`src/design/rrbg_pkg.sv`:
```
`default_nettype none
// ----------------------------------------------------------------------------
// rrbg_pkg: shared types and constants
// Word layouts, burst plan and fixed constants of the read-response burst
// generator.
// ----------------------------------------------------------------------------
package rrbg_pkg;

   localparam int REGION_SHIFT = 20;                        // bytes per container: 2^20
   localparam int WORD_BYTES   = 64;
   localparam int WORD_SHIFT   = $clog2(WORD_BYTES);
   localparam int REGION_WORD_SHIFT = REGION_SHIFT - WORD_SHIFT;

   localparam int SIZE_W   = 16;
   localparam int PADDED_W = SIZE_W + 1;                    // holds 65536
   localparam int BEAT_W   = 11;
   localparam int ADDR_W   = 31;
   localparam int KEEP_W   = WORD_BYTES;

   localparam logic [KEEP_W-1:0] KEEP_ALL  = '1;
   localparam logic [4:0]        ACK_SYNDROME = 5'h1F;     // used by the ack header downstream

   localparam logic KIND_DESC    = 1'b0;
   localparam logic KIND_ADVANCE = 1'b1;
   localparam logic RESULT_HEADER = 1'b0;
   localparam logic RESULT_BEAT   = 1'b1;

   typedef struct packed {
      logic               kind;
      logic [15:0]        container_id;
      logic [31:0]        dest_ip;
      logic [23:0]        queue_pair;
      logic [23:0]        psn;
      logic               first_packet;
      logic               last_packet;
      logic [SIZE_W-1:0]  byte_size;
   } req_type;

   typedef struct packed {
      logic               result_kind;
      logic [31:0]        out_ip;
      logic [23:0]        out_queue_pair;
      logic [1:0]         packet_position;
      logic [15:0]        padded_length;
      logic [1:0]         pad_bytes;
      logic               send_ack_header;
      logic [23:0]        ack_psn;
      logic [ADDR_W-1:0]  word_address;
      logic [KEEP_W-1:0]  keep_mask;
      logic               last_beat;
      logic [15:0]        done_container;
   } rsp_type;

   // burst parameters worked out from one descriptor
   typedef struct packed {
      logic [BEAT_W-1:0]  beat_total;
      logic [KEEP_W-1:0]  final_keep;
      logic [ADDR_W-1:0]  start_word;
   } burst_plan_type;

endpackage
`default_nettype wire

```
`src/design/rdma_read_response_burst_gen.sv`:
```
`default_nettype none
// ----------------------------------------------------------------------------
// rdma_read_response_burst_gen: read-response header and beat generator
// Descriptors give a header word and arm a burst of 64-byte word fetch
// requests; each advance word then gives one beat.
// ----------------------------------------------------------------------------
//
//  channel  direction  word              role
//  req_     in         rrbg_pkg::req_type descriptor (kind 0) or advance (kind 1)
//  rsp_     out        rrbg_pkg::rsp_type header (kind 0) or payload beat (kind 1)
//  csr_     in         32-bit data       base_address register write
//
//  rsp_valid follows a req accept through the input register, then the result
//  register; one req word per cycle is accepted while rsp_ready stays high.
//  A descriptor while a burst is open, or an advance while idle, is dropped
//  and gives no rsp word.
//  Reset (synchronous, active high) empties both registers and closes any burst.
//  A stall on rsp holds the result register and then the input register;
//  req_ready falls only when both are full and rsp_ready is low.
//
module rdma_read_response_burst_gen (
   input  var logic               clock,
   input  var logic               reset,
   input  var logic               req_valid,
   output logic                   req_ready,
   input  var rrbg_pkg::req_type  req_data,
   output logic                   rsp_valid,
   input  var logic               rsp_ready,
   output rrbg_pkg::rsp_type      rsp_data,
   input  var logic               csr_valid,
   output logic                   csr_ready,
   input  var logic [31:0]        csr_data
);

   logic [31:0]                base_ff, base_in;
   logic                       s1_valid_ff, s1_valid_in;
   rrbg_pkg::req_type          s1_item_ff, s1_item_in;
   logic                       out_valid_ff, out_valid_in;
   rrbg_pkg::rsp_type          out_data_ff, out_data_in;
   logic                       s1_move;
   logic                       step;
   logic                       produced;
   rrbg_pkg::rsp_type          header;
   rrbg_pkg::rsp_type          result;
   rrbg_pkg::burst_plan_type   plan;

   // config register always takes a write
   assign csr_ready = 1'b1;
   assign base_in   = (csr_valid && csr_ready) ? csr_data : base_ff;

   // stage 1 may hand its word on when the result register is free or draining
   assign s1_move   = !out_valid_ff || rsp_ready;
   assign step      = s1_valid_ff && s1_move;
   assign req_ready = !s1_valid_ff || s1_move;

   always_comb begin
      s1_valid_in = s1_valid_ff;
      s1_item_in  = s1_item_ff;
      if (req_valid && req_ready) begin
         s1_valid_in = 1'b1;
         s1_item_in  = req_data;
      end else if (step) begin
         s1_valid_in = 1'b0;
      end
   end

   always_comb begin
      out_valid_in = out_valid_ff;
      out_data_in  = out_data_ff;
      if (step) begin
         out_valid_in = produced;       // dropped items leave the slot empty
         out_data_in  = result;
      end else if (rsp_ready) begin
         out_valid_in = 1'b0;
      end
   end

   rrbg_desc_calc u_desc_calc (
      .item         (s1_item_ff),
      .base_address (base_ff),
      .header       (header),
      .plan         (plan)
   );

   rrbg_beat_seq u_beat_seq (
      .clock        (clock),
      .reset        (reset),
      .step         (step),
      .kind         (s1_item_ff.kind),
      .container_id (s1_item_ff.container_id),
      .header       (header),
      .plan         (plan),
      .produced     (produced),
      .result       (result)
   );

   always_ff @(posedge clock) begin
      if (reset) begin
         base_ff      <= '0;
         s1_valid_ff  <= 1'b0;
         out_valid_ff <= 1'b0;
      end else begin
         base_ff      <= base_in;
         s1_valid_ff  <= s1_valid_in;
         out_valid_ff <= out_valid_in;
      end
      s1_item_ff  <= s1_item_in;
      out_data_ff <= out_data_in;
   end

   assign rsp_valid = out_valid_ff;
   assign rsp_data  = out_data_ff;

   a_stage1_holds: assert property (@(posedge clock) disable iff (reset)
      s1_valid_ff && !s1_move |=> s1_valid_ff && $stable(s1_item_ff))
      else $error("stage 1 word lost while result register stalled");

   a_no_step_on_stall: assert property (@(posedge clock) disable iff (reset)
      out_valid_ff && !rsp_ready |-> !step)
      else $error("step taken over an unread result");

   a_rsp_holds: assert property (@(posedge clock) disable iff (reset)
      rsp_valid && !rsp_ready |=> rsp_valid && $stable(rsp_data))
      else $error("rsp word changed while stalled");

endmodule
`default_nettype wire

```
`src/design/rrbg_desc_calc.sv`:
```
`default_nettype none
// ----------------------------------------------------------------------------
// rrbg_desc_calc: descriptor decode
// Builds the header word and the burst plan from one descriptor.
// ----------------------------------------------------------------------------
module rrbg_desc_calc (
   input  var rrbg_pkg::req_type        item,
   input  var logic [31:0]              base_address,
   output rrbg_pkg::rsp_type            header,
   output rrbg_pkg::burst_plan_type     plan
);

   logic [1:0]                                pad;
   logic [rrbg_pkg::PADDED_W-1:0]             padded;
   logic [rrbg_pkg::WORD_SHIFT-1:0]           rem;
   logic [rrbg_pkg::BEAT_W-1:0]               beats;
   logic [rrbg_pkg::ADDR_W-1:0]               base_word;
   logic [rrbg_pkg::ADDR_W-1:0]               region_word;

   // pad to a multiple of four: (4 - size mod 4) mod 4
   assign pad    = 2'(-item.byte_size[1:0]);
   assign padded = {1'b0, item.byte_size} + rrbg_pkg::PADDED_W'(pad);
   assign rem    = padded[rrbg_pkg::WORD_SHIFT-1:0];

   always_comb begin
      beats = rrbg_pkg::BEAT_W'(padded >> rrbg_pkg::WORD_SHIFT)
            + rrbg_pkg::BEAT_W'(rem != '0);
      if (beats == '0) begin
         beats = rrbg_pkg::BEAT_W'(1);     // empty payload still sends one beat
      end
   end

   assign base_word   = rrbg_pkg::ADDR_W'(base_address >> rrbg_pkg::WORD_SHIFT);
   assign region_word = rrbg_pkg::ADDR_W'(item.container_id)
                        << rrbg_pkg::REGION_WORD_SHIFT;

   always_comb begin
      plan.beat_total = beats;
      // partial last word keeps its upper bytes; shift is 64 - rem
      plan.final_keep = (rem == '0) ? rrbg_pkg::KEEP_ALL
                                    : (rrbg_pkg::KEEP_ALL << (-rem));
      plan.start_word = base_word + region_word;
   end

   always_comb begin
      header                 = '0;
      header.result_kind     = rrbg_pkg::RESULT_HEADER;
      header.out_ip          = item.dest_ip;
      header.out_queue_pair  = item.queue_pair;
      header.packet_position = {item.last_packet, item.first_packet};
      header.padded_length   = padded[rrbg_pkg::SIZE_W-1:0];
      header.pad_bytes       = pad;
      header.send_ack_header = item.first_packet | item.last_packet;
      header.ack_psn         = item.psn;
   end

endmodule
`default_nettype wire

```
`src/design/rrbg_beat_seq.sv`:
```
`default_nettype none
// ----------------------------------------------------------------------------
// rrbg_beat_seq: burst state and beat generation
// Holds the active burst and turns each step into a header, a beat or
// nothing.
// ----------------------------------------------------------------------------
module rrbg_beat_seq (
   input  var logic                       clock,
   input  var logic                       reset,
   input  var logic                       step,
   input  var logic                       kind,
   input  var logic [15:0]                container_id,
   input  var rrbg_pkg::rsp_type          header,
   input  var rrbg_pkg::burst_plan_type   plan,
   output logic                           produced,
   output rrbg_pkg::rsp_type              result
);

   logic                          busy_ff, busy_in;
   logic [15:0]                   held_container_ff, held_container_in;
   logic [rrbg_pkg::BEAT_W-1:0]   beat_total_ff, beat_total_in;
   logic [rrbg_pkg::BEAT_W-1:0]   beat_index_ff, beat_index_in;
   logic [rrbg_pkg::KEEP_W-1:0]   final_keep_ff, final_keep_in;
   logic [rrbg_pkg::ADDR_W-1:0]   start_word_ff, start_word_in;
   logic [rrbg_pkg::BEAT_W-1:0]   next_index;
   logic                          is_last;

   assign next_index = beat_index_ff + rrbg_pkg::BEAT_W'(1);
   assign is_last    = (next_index == beat_total_ff);

   always_comb begin
      busy_in           = busy_ff;
      held_container_in = held_container_ff;
      beat_total_in     = beat_total_ff;
      beat_index_in     = beat_index_ff;
      final_keep_in     = final_keep_ff;
      start_word_in     = start_word_ff;
      produced          = 1'b0;
      result            = '0;
      if (step && kind == rrbg_pkg::KIND_DESC && !busy_ff) begin
         produced          = 1'b1;
         result            = header;
         busy_in           = 1'b1;
         held_container_in = container_id;
         beat_total_in     = plan.beat_total;
         beat_index_in     = '0;
         final_keep_in     = plan.final_keep;
         start_word_in     = plan.start_word;
      end else if (step && kind == rrbg_pkg::KIND_ADVANCE && busy_ff) begin
         produced            = 1'b1;
         result.result_kind  = rrbg_pkg::RESULT_BEAT;
         result.word_address = start_word_ff + rrbg_pkg::ADDR_W'(beat_index_ff);
         beat_index_in       = next_index;
         if (is_last) begin
            result.keep_mask      = final_keep_ff;
            result.last_beat      = 1'b1;
            result.done_container = held_container_ff;
            busy_in               = 1'b0;
         end else begin
            result.keep_mask = rrbg_pkg::KEEP_ALL;
         end
      end
   end

   always_ff @(posedge clock) begin
      if (reset) begin
         busy_ff       <= 1'b0;
         beat_index_ff <= '0;
      end else begin
         busy_ff       <= busy_in;
         beat_index_ff <= beat_index_in;
      end
      held_container_ff <= held_container_in;
      beat_total_ff     <= beat_total_in;
      final_keep_ff     <= final_keep_in;
      start_word_ff     <= start_word_in;
   end

   a_index_in_range: assert property (@(posedge clock) disable iff (reset)
      busy_ff |-> beat_index_ff < beat_total_ff)
      else $error("beat index beyond burst length");

   a_last_ends_burst: assert property (@(posedge clock) disable iff (reset)
      produced && result.last_beat |=> !busy_ff)
      else $error("burst still active after last beat");

   a_desc_starts_burst: assert property (@(posedge clock) disable iff (reset)
      step && !busy_ff && kind == rrbg_pkg::KIND_DESC
      |=> busy_ff && beat_index_ff == '0)
      else $error("descriptor did not open a burst");

endmodule
`default_nettype wire
```
`config.mk`:
```
export PLATFORM = sky130hd
export DESIGN_NAME = rdma_read_response_burst_gen
export DESIGN_NICKNAME = d
export VERILOG_FILES = /design/src/design/rrbg_pkg.sv /design/src/design/rdma_read_response_burst_gen.sv /design/src/design/rrbg_desc_calc.sv /design/src/design/rrbg_beat_seq.sv
export SDC_FILE = /design/constraint.sdc
export NUM_CORES = 1
export LEC_CHECK = 0
export BUFFER_PORTS_ARGS = -buffer_cell sky130_fd_sc_hd__buf_4
export CORE_MARGIN = 3
export CORE_UTILIZATION = 45
export CTS_CLUSTER_DIAMETER = 80
export DETAILED_ROUTE_END_ITERATION = 16
export PLACE_DENSITY = 0.68
export SLEW_MARGIN = 40
export SYNTH_ARGS = -nofsm -noshare
export SYNTH_HDL_FRONTEND = slang
export SYNTH_SLANG_ARGS = --single-unit
export TNS_END_PERCENT = 10
```
`constraint.sdc`:
```
create_clock -name clock -period 10.7 [get_ports clock]
set_input_delay 0.535 -clock clock [delete_from_list [all_inputs] [get_ports clock]]
set_output_delay 0.535 -clock clock [all_outputs]
set_load 0.01 [all_outputs]
```
==> results of run 1 <==
## final timing paths
| check | slack (ps) | cells after the start | end |
|---|---|---|---|
| worst max register to register | 6820 | 16 | u_beat_seq.beat_total_ff[0] |
| worst max-delay path | 6820 | 16 | u_beat_seq.beat_total_ff[0] |
| worst min register to register | 430 | 0 | u_beat_seq.start_word_ff[2] |
| worst min-delay path | 150 | 1 | s1_item_ff[18] |
## cell usage in the layout (no fill, tap or decap), types with 5 or more instances in the layout
master,synthesis,routed
sky130_fd_sc_hd__xnor2_1,40,40
sky130_fd_sc_hd__o211ai_1,5,5
sky130_fd_sc_hd__dfxtp_1,40,40
sky130_fd_sc_hd__inv_1,29,27
sky130_fd_sc_hd__nand4_1,7,7
sky130_fd_sc_hd__clkbuf_1,33,10
sky130_fd_sc_hd__clkinv_2,0,12
sky130_fd_sc_hd__nand2b_1,12,12
sky130_fd_sc_hd__xor2_1,28,27
sky130_fd_sc_hd__buf_4,35,363
sky130_fd_sc_hd__clkinv_1,1,5
sky130_fd_sc_hd__nand2_1,62,62
sky130_fd_sc_hd__nor2b_1,18,18
sky130_fd_sc_hd__a21oi_1,30,30
sky130_fd_sc_hd__a31oi_1,8,8
sky130_fd_sc_hd__and3_1,14,14
sky130_fd_sc_hd__nand3_1,22,21
sky130_fd_sc_hd__nor3_1,15,15
sky130_fd_sc_hd__and2_1,109,108
sky130_fd_sc_hd__ha_1,32,32
sky130_fd_sc_hd__edfxtp_1,385,385
sky130_fd_sc_hd__o21ai_0,49,49
sky130_fd_sc_hd__mux2i_1,37,37
sky130_fd_sc_hd__clkbuf_16,0,45
sky130_fd_sc_hd__or3_1,15,14
sky130_fd_sc_hd__o31ai_1,5,5
sky130_fd_sc_hd__nor2_1,157,157
## Yosys cell counts, drive strengths merged (3+ instances only)
cell type  number  area (um^2)
nor2          158        600.6
nand3          23        120.1
nand2b         12        75.07
o2111ai         3        32.53
nand2          62        232.7
nor3           16        85.08
a21o            4        30.03
nand4           7        43.79
or2             3        18.77
o21a            4        30.03
a21oi          30        150.1
o211ai          5        37.54
xor2           28        245.2
o31ai           5        37.54
or4             3        22.52
o41ai           3        33.79
buf            46        324.1
nand3b          3        22.52
edfxtp        385        11560
a31oi           8        50.05
and3           14        87.58
inv            29        108.9
o31a            3        26.28
nor3b           4        30.03
dfxtp          40        800.8
or3            15        93.84
ha             32        400.4
nor2b          18        112.6
mux2i          37        370.4
and2          109        681.9
clkbuf         33        123.9
o21ai          51        266.5
xnor2          41        366.6
## kinds of logic (layout without fill, tap and decap cells)
kind of cell	count (synthesis)	after routing	synth area share
flip-flops	425	425	0.7063
other	2	3	0.0004291
multiplexers	37	37	0.02116
AO/OA/AOI/OAI	133	133	0.04904
AND/OR/NAND/NOR	454	454	0.1310
XOR/XNOR	69	69	0.03496
adder cells (fa/ha/maj)	34	34	0.02516
buffers and inverters	109	477	0.03202
## state kept, by name, summed over array words and instances, names as in the netlist
register	flops
u_beat_seq.held_container_ff	16
u_beat_seq.final_keep_ff	31
u_beat_seq.busy_ff	1
u_beat_seq.beat_total_ff	11
rsp_valid	1
rsp_data	181
u_beat_seq.beat_index_ff	11
s1_valid_ff	1
u_beat_seq.start_word_ff	31
base_ff	26
s1_item_ff	115
## power by group through the flow
stage                     logic (mW)  registers, mW  clock network [mW]
after global routing           0.294           1.93                1.55
final                          0.265           1.92                1.44
after detailed placement       0.266           1.96                   0
after CTS                      0.267           1.92                1.49
after global placement         0.260           1.96                   0
after floorplan                0.144           1.96                   0
## metal layers
| metal | track usage | wire length (um) | vias up |
|---|---|---|---|
| li1 | - | - | 5153 |
| met1 | 0.2256 | 15380 | 5044 |
| met2 | 0.2868 | 17680 | 339 |
| met3 | 0.06417 | 3287 | 56 |
| met4 | 0.05752 | 834 | 4 |
| met5 | 0 | 34 | - |
## stage by stage
step,total power [mW],setup slack [ps],instances
final,3.632,6824,2143
after detailed placement,2.223,6851,2061
after CTS,3.675,6830,2141
after floorplan,2.108,4706,1263
after global placement,2.216,6876,2061
after global routing,3.777,6464,2142
## final cells by class
cell class | instances | area [um^2] | area share
multi-input cells | 729 | 4597 | 0.2101
repair buffers | 367 | 2786 | 0.1274
inverters | 30 | 130.1 | 0.005948
diodes | 1 | 2.502 | 0.0001144
clock inverters | 24 | 183.9 | 0.008407
flip-flops and latches | 425 | 12360 | 0.5650
well taps | 511 | 639.4 | 0.02922
clock buffers | 56 | 1177 | 0.05381
## critical path, stage by stage (launching register included)
cell and delay, ps:
sky130_fd_sc_hd__edfxtp_1 390, sky130_fd_sc_hd__inv_1 160, sky130_fd_sc_hd__ha_1 290, sky130_fd_sc_hd__xnor2_2 200
sky130_fd_sc_hd__o21ai_4 340, sky130_fd_sc_hd__mux2i_1 240, sky130_fd_sc_hd__a22o_1 150, sky130_fd_sc_hd__nand3_1 260
sky130_fd_sc_hd__ha_1 350, sky130_fd_sc_hd__ha_1 240, sky130_fd_sc_hd__nand2_1 110, sky130_fd_sc_hd__a31oi_1 50
sky130_fd_sc_hd__o21ai_0 170, sky130_fd_sc_hd__o31a_1 180, sky130_fd_sc_hd__xnor2_1 170, sky130_fd_sc_hd__nor2_1 90
sky130_fd_sc_hd__a41o_1 240
==> results, run 1 <==
- The hold-fix buffer count after cts is 0.
- The path class of the lowest-slack min-delay path is input port to register.
- The share of the clock period used by the worst path after layout is 0.3623.
- The area of the mapped netlist is between 15000 and 20000 um^2.
- The deepest clock path buffer count is 3.
- STA classifies the critical path startpoint as a register.
- STA puts the critical path data required time at 11000 ps.
- The number of nets handed over by synthesis was 1449.
- The post-synthesis average cell area is 13.86 um^2.
- In this run the most critical hold path is launched from req_data[18].
- The number of remaining DRC errors is 0.
- The clock tree from TritonCTS is built.
- The register share of total power is 0.529.
- The floorplan step defined a die boundary enclosing 41300 um^2.
- Dividing the detail-routed wire length by the instance count gives 17.37 um.
- The category of the critical setup timing path is register to register.
- The critical path arrival is 4180 ps.
- The power density normalized to cell area is 166.0 nW/um^2.
- Tracing the worst setup path back leads to its startpoint at s1_item_ff[0].
- Final hold analysis gives a worst-case slack of 149.3 ps.
- The summed area of non-filler cells in the final layout is 21880 um^2.
- The post-synthesis async set-or-reset flop share is 0.
- The startpoint identified for the worst register-to-register timing path is s1_item_ff[0].
- The routability-driven placement congestion ratio is slightly above 0.8.
- The final critical path time including I/O delays and setup is around 3900 ps.
- The tool flagged a number of max-cap violations equal to 0.
- The number of warnings issued by yosys is 0.
- The nature of the critical path endpoint is a register.
- For this run, the share of the core covered by cells in the final layout is 0.5754.
- Setup violations remaining at the end of the flow were counted as 0.
- For this run, the register share of the synthesized area comes to 0.7063.
- The root buffer cell chosen for the clock tree is sky130_fd_sc_hd__clkbuf_16.
- The layout has 3065 filler cells.
- The count of flip-flops with a built-in enable after synthesis is 385.
- The analysis attributes to cell leakage a power of 8.648 nW.
- The overall via count from detail_route is 10596.
- At the pin with the least slew margin, the transition time is 726.6 ps.
- The detailed-routing iteration count for the pre-antenna-repair pass is 5.
- The number of global-route vias before repair came to 10556.
- The number of antenna violations at the first check in global routing is 3.
- Of the total power, the clock network draws 0.398.
- The signed area change from the synthesized netlist to the final layout is 25.00%.
- The relative contribution of combinational cells to total power is 0.073.
- Setup repair after global routing left no endpoint under its margin.
- The number of top-level design ports is 369.
- Of the total power, the share spent switching nets is 0.2180.
- The post-CTS setup-driven buffer insertion count is 0.
- The violation count after the first detailed-routing iteration is 609.
- In this run, CTS created clock tree buffers numbering 44.
- The proportion of layout cells with a drive suffix above 1 is 0.2777.
- Cell internal power was estimated by the tool at 2.840 mW.
- The clock net in this run drives a total of 425 sinks.
- The switching component of the power is 791.5 uW.
- The clock arrives with around 18 ps of skew.
- Post-CTS repair changed the size of 0 cells.
- Input and output buffers added on the ports amount to 360.
- Clock-pin slew was measured on the worst setup and hold paths at 60 ps.
- The H-tree depth is 2.
- The source-to-sink clock delay at the later pin of the worst-skew pair is 560 ps.
- The pin count of the biggest net entering global routing is 121.
- The x dimension of the die is between 200 and 250 um.
- The detail route stage leaves a number of antenna-violating nets equal to 0.
- The global-route wire length before repair is 57.77 mm.
- The setup TNS is 0 ps.
- The number of hold-slack violations in the final timing report was 0.
- The final count of pins violating max slew is 0.
- The final layout contains roughly 1800 nets.
- Headroom to the max-slew limit came out at 0.5156.
- After floorplanning, the core was divided into 71 placement rows.
- For this block, the routed nets add up to 37.22 mm of wire.
- In this run, synthesis produced a sequential element count of 425.
- In the synthesized netlist the dominant register cell turns out to be sky130_fd_sc_hd__edfxtp_1.
- The height of the die is 203.2 um.
- The run finished with clean final reports.
- Detailed placement finished with a half-perimeter wire length of about 26 mm.
- For this run the aggregate overflow at the end of global routing stands at 0.
- IR analysis of the VDD net gives a maximum drop of 160.9 uV.
- Of all nets on the critical path, the largest fanout is 10.
- After floorplanning, the core was sized to cover 38020 um^2.
- The cell area after placement is 20470 um^2.
- The number of vias per cell after detailed routing is around 5.
- The effective utilization at floorplan is 0.4603.
- The gate count of the mapped netlist is 1263.
- After synthesis, the netlist uses 66 different library cells.
- In the global route stage, overall resource usage came out at 0.1778.
- The achievable frequency is roughly 260 MHz.
(Power assumes the default switching activity.)
==> inputs of run 2 (changes only) <==
--- a/config.mk
+++ b/config.mk
@@ -10,7 +10,7 @@
 export CORE_UTILIZATION = 45
 export CTS_CLUSTER_DIAMETER = 80
 export DETAILED_ROUTE_END_ITERATION = 16
-export PLACE_DENSITY = 0.68
+export PLACE_DENSITY = 0.7
 export SLEW_MARGIN = 40
 export SYNTH_ARGS = -nofsm -noshare
 export SYNTH_HDL_FRONTEND = slang
==> constraint.sdc (replaced) <==
create_clock -name clock -period 3.1 [get_ports clock]
set_input_delay 0.155 -clock clock [delete_from_list [all_inputs] [get_ports clock]]
set_output_delay 0.155 -clock clock [all_outputs]
set_load 0.01 [all_outputs]
==> results, run 2 (synthesized netlist as in run 1, its figures left out) <==
- The post-route worst setup slack is -1.880 ps.
- On the final layout, the worst clock skew is 9.431 ps.
- The number of antenna violations at the first check in global routing was 3.
- The deepest clock path buffer count is 3.
- Once layout is complete, the cells apart from fillers number between 2000 and 2500.
- The H-tree was split into 2 levels.
- The global-route wire length before repair is 64.86 mm.
- The routed design has 41.33 mm of wire.
- The floorplan row count is 71.
- The routability-driven placement congestion ratio is roughly 0.83.
- The total setup violations reported at the end of the flow is 1.
- The setup TNS is -1.880 ps.
- The overall via count from detail_route is roughly 12000.
- The wire-length estimate of the detail-placed layout is roughly 27 mm.
- Measured along the x axis, the die boundary spans a little over 200 um.
- Global routing finished with a remaining overflow of 0.
- CTS placed an instance of sky130_fd_sc_hd__clkbuf_16 at the clock tree root.
- The clock sink total is 425.
- In the final layout, the share of cells above drive strength 1 is 0.2806.
- The commonest non-fill, non-tap cell in the layout is sky130_fd_sc_hd__buf_4.
- The core region is 38020 um^2.
- For the pin with the worst max-slew slack, the measured transition is a little under 700 ps.
- The analysis attributes to cell leakage a power of 9.718 nW.
- The maximum fanout along the worst path is 4.
- The source-to-sink clock delay at the later pin of the worst-skew pair is approximately 570 ps.
- From synthesis to final layout, the design area changed by 38.65%.
- The flow ran to the end, but the final reports show violations.
- After detailed placement, the design holds a cell count of between 2000 and 2500.
- The worst setup path is launched from a register.
- For this design the top-level I/O count stands at 369.
- The number of nets in the finished design is 1986.
- The critical path arrival is 3420 ps.
- The violation count after the first detailed-routing iteration is ~640.
- The count of input and output buffers is 360.
- The final critical path time including I/O delays and setup is 3102 ps.
- The worst setup path is captured at a register.
- The pin count of the biggest net entering global routing is between 90 and 100.
- The number of global-route vias before repair is 11948.
- The category of the critical setup timing path is register to register.
- For this run, the share of the core covered by cells in the final layout is 0.6383.
- The required time at the worst-slack endpoint is around 3400 ps.
- The number of clock buffers added by TritonCTS is 47.
- The cell area after placement is 20750 um^2.
- The effective utilization at floorplan is 0.4603.
- The number of flip-flops under the largest register name is 181.
- Max-cap violations in this run came to 0.
- The detail route stage leaves a number of antenna-violating nets equal to 0.
- The worst slew margin relative to its limit is 0.5461.
- The full die area is 41300 um^2.
- The height of the die is 203.2 um.
- The final reports fail on negative setup slack.
- The peak supply drop is between 400 and 500 uV.
- For this run, design rule violations remaining after detail routing come to 0.
- Summing all non-filler instances in the final layout gives an area of 24270 um^2.
- In the layout the commonest cells are sky130_fd_sc_hd__buf_4, sky130_fd_sc_hd__edfxtp_1, sky130_fd_sc_hd__dlygate4sd3_1, sky130_fd_sc_hd__nor2_1, sky130_fd_sc_hd__and2_1.
- The overall global routing resource usage is 0.1984.
- The share of the clock period used by the worst path after layout is 1.001.
- After clock tree synthesis, the clock-pin slew on the worst setup and hold paths is about 60 ps.
- TritonCTS built the clock tree.
- Power spread over the standard cell area amounts to 557.4 nW/um^2.
- Setup repair after global routing could not meet its margin everywhere.
- The first detailed-routing pass took 5 iterations.
- The final count of pins violating max slew is 0.
- The tightest hold path in the finished design has a slack of 299.7 ps.
- Dividing the detail-routed via count by the number of cells gives 4.918.
- The achievable frequency is 322.4 MHz.
- In the final routed layout, each cell accounts on average for 17.57 um.
- The number of hold-slack violations in the final timing report is 0.
- The path class of the lowest-slack min-delay path is input port to register.
[run 2: cell types whose count changed in the layout (fill, tap and decap cells not counted), moves of 4 or more]
cell,change
sky130_fd_sc_hd__dlygate4sd3_1,+171
sky130_fd_sc_hd__nand2_2,+4
sky130_fd_sc_hd__clkbuf_1,-5
sky130_fd_sc_hd__clkbuf_16,+4
sky130_fd_sc_hd__clkinv_2,-4
sky130_fd_sc_hd__buf_12,+4
sky130_fd_sc_hd__buf_4,+26
sky130_fd_sc_hd__nand2_1,-4
sky130_fd_sc_hd__xnor2_1,-4
[run 2: what timing repair did]
action                     in CTS  in global routing
cloned                          0                  0
hold endpoints to repair      144                  0
resized for setup              14                 17
setup buffers                   3                  1
setup endpoints to repair      10                 36
pin swaps                       5                 13
hold buffers                  171                  0
[run 2: per-layer routing]
metal | track usage | routed length, um
met1 | 0.2448 | 16820
met2 | 0.3324 | 20070
met3 | 0.06417 | 3156
met4 | 0.06613 | 1272
met5 | 0 | 13
[run 2: report_power, final]
| part | leakage [nW] | switching (mW) | internal, mW |
|---|---|---|---|
| Sequential | 4.11 | 0.113 | 6.53 |
| Clock | 0.781 | 2.28 | 3.40 |
| Combinational | 4.82 | 0.583 | 0.614 |
| Total | 9.72 | 2.98 | 10.5 |
[run 2: stage by stage]
| stage | total power, mW | worst slack (ps) |
|---|---|---|
| after floorplan | 7.271 | -1320 |
| after CTS | 13.62 | -2.342 |
| after global routing | 14.03 | -164.6 |
| final | 13.53 | -1.880 |
| after detailed placement | 7.731 | -190.0 |
| after global placement | 7.696 | -22.56 |
[run 2: worst max-delay path: stages, from the launching register on]
cell	delay, ps
sky130_fd_sc_hd__edfxtp_1	400
sky130_fd_sc_hd__inv_2	100
sky130_fd_sc_hd__ha_4	220
sky130_fd_sc_hd__xnor2_4	140
sky130_fd_sc_hd__o21ai_4	190
sky130_fd_sc_hd__mux2i_1	110
sky130_fd_sc_hd__a22o_1	220
sky130_fd_sc_hd__nand3_2	110
sky130_fd_sc_hd__ha_4	160
sky130_fd_sc_hd__ha_4	150
sky130_fd_sc_hd__nand2_2	60
sky130_fd_sc_hd__nor2_2	160
sky130_fd_sc_hd__nand3_1	130
sky130_fd_sc_hd__o31a_1	310
sky130_fd_sc_hd__xnor2_2	160
sky130_fd_sc_hd__nor2_1	60
sky130_fd_sc_hd__a41o_1	170
[run 2: cell type report]
cell class | count | area, um^2
well taps | 511 | 639.4
inverters | 30 | 122.6
fillers | 2720 | 13750
clock buffers | 57 | 1286
clock inverters | 31 | 321.6
diodes | 2 | 5.005
flip-flops and latches | 425 | 12360
multi-input cells | 729 | 4768
repair buffers | 567 | 4762
[run 2: worst paths after layout]
| check | from | endpoint | slack [ps] | depth (start not counted) |
|---|---|---|---|---|
| worst max-delay path | s1_item_ff[0] | u_beat_seq.beat_total_ff[0] | -2 | 16 |
| worst min register to register | base_ff[16] | u_beat_seq.start_word_ff[10] | 440 | 0 |
| worst max register to register | s1_item_ff[0] | u_beat_seq.beat_total_ff[0] | -2 | 16 |
| worst min-delay path | req_data[102] | s1_item_ff[102] | 300 | 2 |
